### config.mk
export PLATFORM = sky130hd
export DESIGN_NAME = nmea_sentence_framer_checksum_top
export DESIGN_NICKNAME = d
export VERILOG_FILES = /design/src/hw/rtl/nsfc_pkg.sv /design/src/hw/rtl/nsfc_in_reg.sv /design/src/hw/rtl/nsfc_framer.sv /design/src/hw/rtl/nsfc_out_reg.sv /design/src/hw/rtl/nmea_sentence_framer_checksum_top.sv
export SDC_FILE = /design/constraint.sdc
export NUM_CORES = 1
export LEC_CHECK = 0
export ABC_CLOCK_PERIOD_IN_PS = 2800
export BUFFER_PORTS_ARGS = -buffer_cell sky130_fd_sc_hd__buf_2
export CORE_ASPECT_RATIO = 0.6
export CORE_MARGIN = 5
export CORE_UTILIZATION = 50
export DETAILED_ROUTE_END_ITERATION = 8
export PLACE_DENSITY = 0.85
export SYNTH_ARGS = -nofsm -noshare
export SYNTH_HDL_FRONTEND = slang
export SYNTH_SLANG_ARGS = --single-unit
### constraint.sdc
create_clock -name clk -period 2.8 [get_ports clk]
set_input_delay 0.14 -clock clk [delete_from_list [all_inputs] [get_ports clk]]
set_output_delay 0.14 -clock clk [all_outputs]
set_load 0.01 [all_outputs]
### src/hw/rtl/nsfc_pkg.sv
// Shared constants, result type and hex decode for the NMEA sentence framer.
package nsfc_pkg;

  // Default line buffer size in bytes
  localparam int LINE_BUF_BYTES_DEF = 128;

  // Fixed field widths
  localparam int BYTE_W = 8;
  localparam int LEN_W  = 7;

  // Framing characters
  localparam logic [BYTE_W-1:0] CH_DOLLAR = 8'h24;
  localparam logic [BYTE_W-1:0] CH_STAR   = 8'h2A;
  localparam logic [BYTE_W-1:0] CH_CR     = 8'h0D;
  localparam logic [BYTE_W-1:0] CH_LF     = 8'h0A;
  localparam logic [BYTE_W-1:0] CH_NUL    = 8'h00;

  // Number of checksum digits after the star
  localparam logic [1:0] SUM_DIGITS = 2'd2;

  // One finished sentence
  typedef struct packed {
    logic              sentence_valid;
    logic [BYTE_W-1:0] computed_sum;
    logic [BYTE_W-1:0] received_sum;
    logic [LEN_W-1:0]  line_length;
  } nsfc_res_t;

  // Decode one hex digit of either case; bit 4 set marks a non-hex byte
  function automatic logic [4:0] hex_nibble(input logic [BYTE_W-1:0] c);
    logic [4:0] n;
    n = 5'h10;
    if (c inside {[8'h30:8'h39]}) begin
      n = {1'b0, 4'(c - 8'h30)};
    end else if (c inside {[8'h41:8'h46]}) begin
      n = {1'b0, 4'(c - 8'h37)};
    end else if (c inside {[8'h61:8'h66]}) begin
      n = {1'b0, 4'(c - 8'h57)};
    end
    return n;
  endfunction

endpackage

### src/hw/rtl/nsfc_in_reg.sv
// Input word register in front of the framer.
module nsfc_in_reg (
  input  logic                      clk,
  input  logic                      rst_n,
  input  logic                      advance,
  input  logic                      in_valid,
  input  logic [nsfc_pkg::BYTE_W-1:0] in_rx_byte,
  output logic                      byte_vld,
  output logic [nsfc_pkg::BYTE_W-1:0] byte_dat
);
  import nsfc_pkg::*;

  logic              vld_r;
  logic [BYTE_W-1:0] dat_r;

  // Capture a word whenever the pipeline moves
  always_ff @(posedge clk) begin
    if (!rst_n) begin
      vld_r <= 1'b0;
    end else if (advance) begin
      vld_r <= in_valid;
    end
  end

  always_ff @(posedge clk) begin
    if (advance && in_valid) begin
      dat_r <= in_rx_byte;
    end
  end

  assign byte_vld = vld_r;
  assign byte_dat = dat_r;

endmodule

### src/hw/rtl/nsfc_framer.sv
// Line framing state and checksum accumulation, one byte per cycle while advance is high.
module nsfc_framer #(
  parameter int LINE_BUF_BYTES = nsfc_pkg::LINE_BUF_BYTES_DEF
) (
  input  logic                        clk,
  input  logic                        rst_n,
  input  logic                        advance,
  input  logic                        byte_vld,
  input  logic [nsfc_pkg::BYTE_W-1:0] byte_dat,
  output logic                        res_vld,
  output nsfc_pkg::nsfc_res_t         res
);
  import nsfc_pkg::*;

  localparam int CNT_W     = $clog2(LINE_BUF_BYTES);
  localparam int LEN_EXT_W = (CNT_W > LEN_W) ? CNT_W : LEN_W;
  localparam logic [CNT_W-1:0] CNT_MAX = CNT_W'(LINE_BUF_BYTES - 1);

  logic              in_line_r,   in_line_nxt;
  logic [CNT_W-1:0]  cnt_r,       cnt_nxt;
  logic [BYTE_W-1:0] sum_r,       sum_nxt;
  logic              star_r,      star_nxt;
  logic [1:0]        dcnt_r,      dcnt_nxt;
  logic [BYTE_W-1:0] dval_r,      dval_nxt;
  logic              bad_r,       bad_nxt;

  logic [4:0]           nib;
  logic                 digits_ok;
  logic [LEN_EXT_W-1:0] cnt_ext;

  assign nib       = hex_nibble(byte_dat);
  assign digits_ok = star_r && (dcnt_r == SUM_DIGITS) && !bad_r;
  assign cnt_ext   = LEN_EXT_W'(cnt_r);

  // Next line state and result for the current word
  always_comb begin
    in_line_nxt = in_line_r;
    cnt_nxt     = cnt_r;
    sum_nxt     = sum_r;
    star_nxt    = star_r;
    dcnt_nxt    = dcnt_r;
    dval_nxt    = dval_r;
    bad_nxt     = bad_r;
    res_vld     = 1'b0;
    res.sentence_valid = digits_ok && (sum_r == dval_r);
    res.computed_sum   = sum_r;
    res.received_sum   = digits_ok ? dval_r : '0;
    res.line_length    = cnt_ext[LEN_W-1:0];

    if (byte_vld) begin
      if (byte_dat == CH_DOLLAR) begin
        // Restart the line on every dollar
        in_line_nxt = 1'b1;
        cnt_nxt     = CNT_W'(1);
        sum_nxt     = '0;
        star_nxt    = 1'b0;
        dcnt_nxt    = '0;
        dval_nxt    = '0;
        bad_nxt     = 1'b0;
      end else if (in_line_r && byte_dat != CH_CR) begin
        if (byte_dat == CH_LF || cnt_r >= CNT_MAX) begin
          // Emit at line feed, drop silently on overflow
          res_vld     = (byte_dat == CH_LF);
          in_line_nxt = 1'b0;
          cnt_nxt     = '0;
          sum_nxt     = '0;
          star_nxt    = 1'b0;
          dcnt_nxt    = '0;
          dval_nxt    = '0;
          bad_nxt     = 1'b0;
        end else begin
          cnt_nxt = cnt_r + CNT_W'(1);
          if (!star_r) begin
            if (byte_dat == CH_STAR) begin
              star_nxt = 1'b1;
            end else begin
              if (byte_dat == CH_NUL) begin
                bad_nxt = 1'b1;
              end
              sum_nxt = sum_r ^ byte_dat;
            end
          end else if (dcnt_r < SUM_DIGITS) begin
            // Shift in one checksum digit
            if (nib[4]) begin
              bad_nxt = 1'b1;
            end
            dval_nxt = {dval_r[3:0], (nib[4] ? 4'h0 : nib[3:0])};
            dcnt_nxt = dcnt_r + 2'd1;
          end
        end
      end
    end
  end

  // Hold line state between words
  always_ff @(posedge clk) begin
    if (!rst_n) begin
      in_line_r <= 1'b0;
      cnt_r     <= '0;
      sum_r     <= '0;
      star_r    <= 1'b0;
      dcnt_r    <= '0;
      dval_r    <= '0;
      bad_r     <= 1'b0;
    end else if (advance) begin
      in_line_r <= in_line_nxt;
      cnt_r     <= cnt_nxt;
      sum_r     <= sum_nxt;
      star_r    <= star_nxt;
      dcnt_r    <= dcnt_nxt;
      dval_r    <= dval_nxt;
      bad_r     <= bad_nxt;
    end
  end

endmodule

### src/hw/rtl/nsfc_out_reg.sv
// Result register on the output channel.
module nsfc_out_reg (
  input  logic                clk,
  input  logic                rst_n,
  input  logic                advance,
  input  logic                res_vld,
  input  nsfc_pkg::nsfc_res_t res,
  output logic                out_valid,
  output nsfc_pkg::nsfc_res_t out_res
);
  import nsfc_pkg::*;

  logic      vld_r;
  nsfc_res_t res_r;

  // Load a new result when the pipeline moves, hold it while stalled
  always_ff @(posedge clk) begin
    if (!rst_n) begin
      vld_r <= 1'b0;
    end else if (advance) begin
      vld_r <= res_vld;
    end
  end

  always_ff @(posedge clk) begin
    if (advance && res_vld) begin
      res_r <= res;
    end
  end

  assign out_valid = vld_r;
  assign out_res   = res_r;

endmodule

### src/hw/rtl/nmea_sentence_framer_checksum_top.sv
// Top level of the NMEA sentence framer and checksum checker.
// Path: a line feed word goes through the input register, then the framer logic
// into the result register; a stall holds every stage in place.
// Throughput: one word per cycle; the input is stalled only while a result
// waits in the result register and the output is stalled.
// Reset: synchronous active-low rst_n empties both registers and returns the
// framer to waiting for a dollar sign.
module nmea_sentence_framer_checksum_top #(
  parameter int LINE_BUF_BYTES = nsfc_pkg::LINE_BUF_BYTES_DEF
) (
  input  logic                        clk,
  input  logic                        rst_n,
  input  logic                        in_valid,
  output logic                        in_stall,
  input  logic [nsfc_pkg::BYTE_W-1:0] in_rx_byte,
  output logic                        out_valid,
  input  logic                        out_stall,
  output logic                        out_sentence_valid,
  output logic [nsfc_pkg::BYTE_W-1:0] out_computed_sum,
  output logic [nsfc_pkg::BYTE_W-1:0] out_received_sum,
  output logic [nsfc_pkg::LEN_W-1:0]  out_line_length
);
  import nsfc_pkg::*;

  logic              advance;
  logic              byte_vld;
  logic [BYTE_W-1:0] byte_dat;
  logic              res_vld;
  nsfc_res_t         res;
  nsfc_res_t         out_res;

  // Move the whole pipeline unless a held result is stalled
  assign advance  = !(out_valid && out_stall);
  assign in_stall = !advance;

  nsfc_in_reg u_in_reg (
    .clk        (clk),
    .rst_n      (rst_n),
    .advance    (advance),
    .in_valid   (in_valid),
    .in_rx_byte (in_rx_byte),
    .byte_vld   (byte_vld),
    .byte_dat   (byte_dat)
  );

  nsfc_framer #(
    .LINE_BUF_BYTES (LINE_BUF_BYTES)
  ) u_framer (
    .clk      (clk),
    .rst_n    (rst_n),
    .advance  (advance),
    .byte_vld (byte_vld),
    .byte_dat (byte_dat),
    .res_vld  (res_vld),
    .res      (res)
  );

  nsfc_out_reg u_out_reg (
    .clk       (clk),
    .rst_n     (rst_n),
    .advance   (advance),
    .res_vld   (res_vld),
    .res       (res),
    .out_valid (out_valid),
    .out_res   (out_res)
  );

  assign out_sentence_valid = out_res.sentence_valid;
  assign out_computed_sum   = out_res.computed_sum;
  assign out_received_sum   = out_res.received_sum;
  assign out_line_length    = out_res.line_length;

endmodule

==> flow_metrics.tcl <==
set metrics [dict create \
    cts-htree-levels 3 \
    fin_tns_setup_ps 0 \
    cts_tree "built" \
    multi_input_area_um2 1160 \
    setup_viol 0 \
    antenna_found_initial 0 \
    p_total_mw 1.82 \
    fin_util_pct 60.6 \
    fin_nets 303 \
    period_share_pct 88.6 \
    crit_path_end "u_framer.cnt_ext[1]" \
    drt.antenna.violating_nets 0 \
    syn_area_um2 2840 \
    start_kind "flip-flop" \
    grt_pass1_wl_mm 9.52 \
    worst_skew_pair.late_latency_ps 350 \
    path_cells "inv_1 > ha_1 > nand4b_4 > o41ai_4 > a21oi_2 > a21bo_1 > a21oi_1" \
    clk_pin_slew_ps 70 \
    design_area_um2 3360 \
    fp.coreArea_um2 5540 \
    drc 0 \
    synth_edf_count 32 \
    initial_core_util_pct 51.3 \
    wl_per_cell_um 15.3 \
    worstMarginPinSlew_ps 809 \
    hold_viol 0 \
    numCtsBuffers 9 \
    place.gp.congestion 0.890 \
    power_leakage_nw 1.28 \
    p_per_area_nw_per_um2 542 \
    die_h_um 68.4 \
    drv_slew 0 \
    path_buf_inv 1 \
    worst-r2r-cell-count 7 \
    syn_avg_cell_area_um2 12.0 \
    vdd_drop_max_mv 0.308 \
    r2r_end "u_framer.cnt_ext[1]" \
    ctsRootBufferMaster "clkbuf_8" \
    async_reset_ff_share_pct 0 \
    first_pass_iters 4 \
    yosys.area.top_type "edfxtp_1" \
    rsz0062_at_grt "false" \
    critPathCaptureType "flip-flop" \
    ios 38 \
    gr-usage-all-layers_pct 17.1 \
    maxCapViolations 0 \
    r2r_start "u_in_reg.byte_dat[1]" \
    grt_pass1_vias 1944 \
    min-delay-start "rst_n" \
    synthTopCellsByArea "edfxtp_1 (34%), dfxtp_1 (21%), xnor2_1 (3.1%)" \
    ys_types 58 \
    syn_to_final_growth_pct 18.0 \
    skew_ps 6.33 \
    vias_per_cell 5.35 \
    portBuffers 37 \
    synth.ff_latch_count 62 \
    fmax_ghz 0.403 \
    worstSetupPathType "flip-flop to flip-flop" \
    yosysSeqAreaShare_pct 54.9 \
    final_cell_mix "buf_2 (37), edfxtp_1 (32), dfxtp_1 (30)" \
    fillCellCount 467 \
    crit_start "u_in_reg.byte_dat[1]" \
    yosysWarnings 0 \
    period_minus_slack_ps 2480 \
    design.die.area_um2 7350 \
    status "finished clean" \
    syn-num-nets 255 \
    rows 21 \
    cpPeakStageDelay_ps 510 \
    vias 1979 \
    synth_ff_type "edfxtp_1" \
    hold_class "input port to flip-flop" \
    drtIter0Drc 179 \
    dpl_cell_area_um2 3080 \
    dp_hpwl_mm 3.98 \
    rrSetupSlack_ps 320 \
    regArea_um2 1560 \
    die_x_um 107 \
    clock_path_buffers 2 \
    layout_commonest_cell "buf_2" \
    routed_wl_mm 5.65 \
    maxSlewHeadroom_pct 45.9 \
    gr-total-overflow 0 \
    drive_gt1_share_pct 27.9 \
    required_ps 3060 \
    netlist_instances 237 \
    grt_max_degree 25 \
    slowest_stage "edfxtp_1" \
    clock_sinks 62 \
    diodes 0 \
    cp_max_fo 17 \
    whs_ps 113 \
    arrival_ps 2750 \
    cp.depth 7 \
    cp_top_family "compound AO/OA/AOI/OAI gates" \
    synth.top_cell.area_share_pct 33.8 \
]
[worst min-delay path by stage]
stage / to / slack (ps) / cells past startpoint
after floorplan: u_in_reg.byte_dat[0] / 240 / 0
after global placement: u_in_reg.byte_dat[6] / 320 / 1
after detailed placement: u_in_reg.byte_dat[6] / 320 / 1
after CTS: u_framer.sum_r[6] / 100 / 2
after global routing: u_framer.sum_r[6] / 110 / 2
final: u_framer.sum_r[6] / 110 / 2
[cell usage after synthesis, types with 8 or more instances]
cell type	instances
edfxtp_1	32
dfxtp_1	30
inv_1	16
nand2_1	11
and2_1	10
xnor2_1	10
nand4_1	9
a22o_1	8
nand3_1	8
[state kept, by name (all words and copies together) (netlist names)]
register	count
u_framer.sum_r	8
u_framer.star_r	1
u_in_reg.byte_dat	8
u_out_reg.out_valid	1
u_out_reg.out_res	24
u_framer.dcnt_r	2
u_framer.cnt_ext	7
u_framer.bad_r	1
u_framer.in_line_r	1
u_in_reg.byte_vld	1
u_framer.dval_r	8
[metrics by stage]
stage / instances / worst slack, ps
finish: 370 / 319
floorplan: 237 / 53.0
CTS: 370 / 300
global route: 370 / 170
global placement: 346 / 498
detailed placement: 346 / 342
[kinds of logic after synthesis]
logic type | synth area share, %
simple gates | 16.8
flops | 54.9
compound gates | 16.3
buf+inv | 4.53
xor+xnor | 4.00
fa+ha+maj | 2.64
mux | 0.792
[area by class of cell]
type | instances | area share (%)
multi-input combinational | 149 | 34.4
sequential | 62 | 46.5
timing repair buffer | 47 | 8.35
tap | 80 | 2.98
clock buffer | 10 | 4.10
clock inverter | 6 | 1.83
inverter | 16 | 1.79
[layer usage]
layer,vias up,track usage [%],part of all wire (%)
met2,60,25.9,42
met4,0,5.83,1.4
met1,928,23.3,50
met3,7,5.84,6.7
met5,-,0,0
li1,984,-,-
[report_power, final]
group	total [mW]	switching [mW]	internal, mW
logic	0.0641	0.0334	0.0307
clock network	0.781	0.350	0.431
registers	0.974	0.0181	0.956
[what timing repair did]
action	CTS	global route
gates resized for setup	0	0
endpoints found under the hold margin	8	0
hold buffers	8	0
setup buffers	0	0
Note: power is estimated with default switching activity, not from simulation.
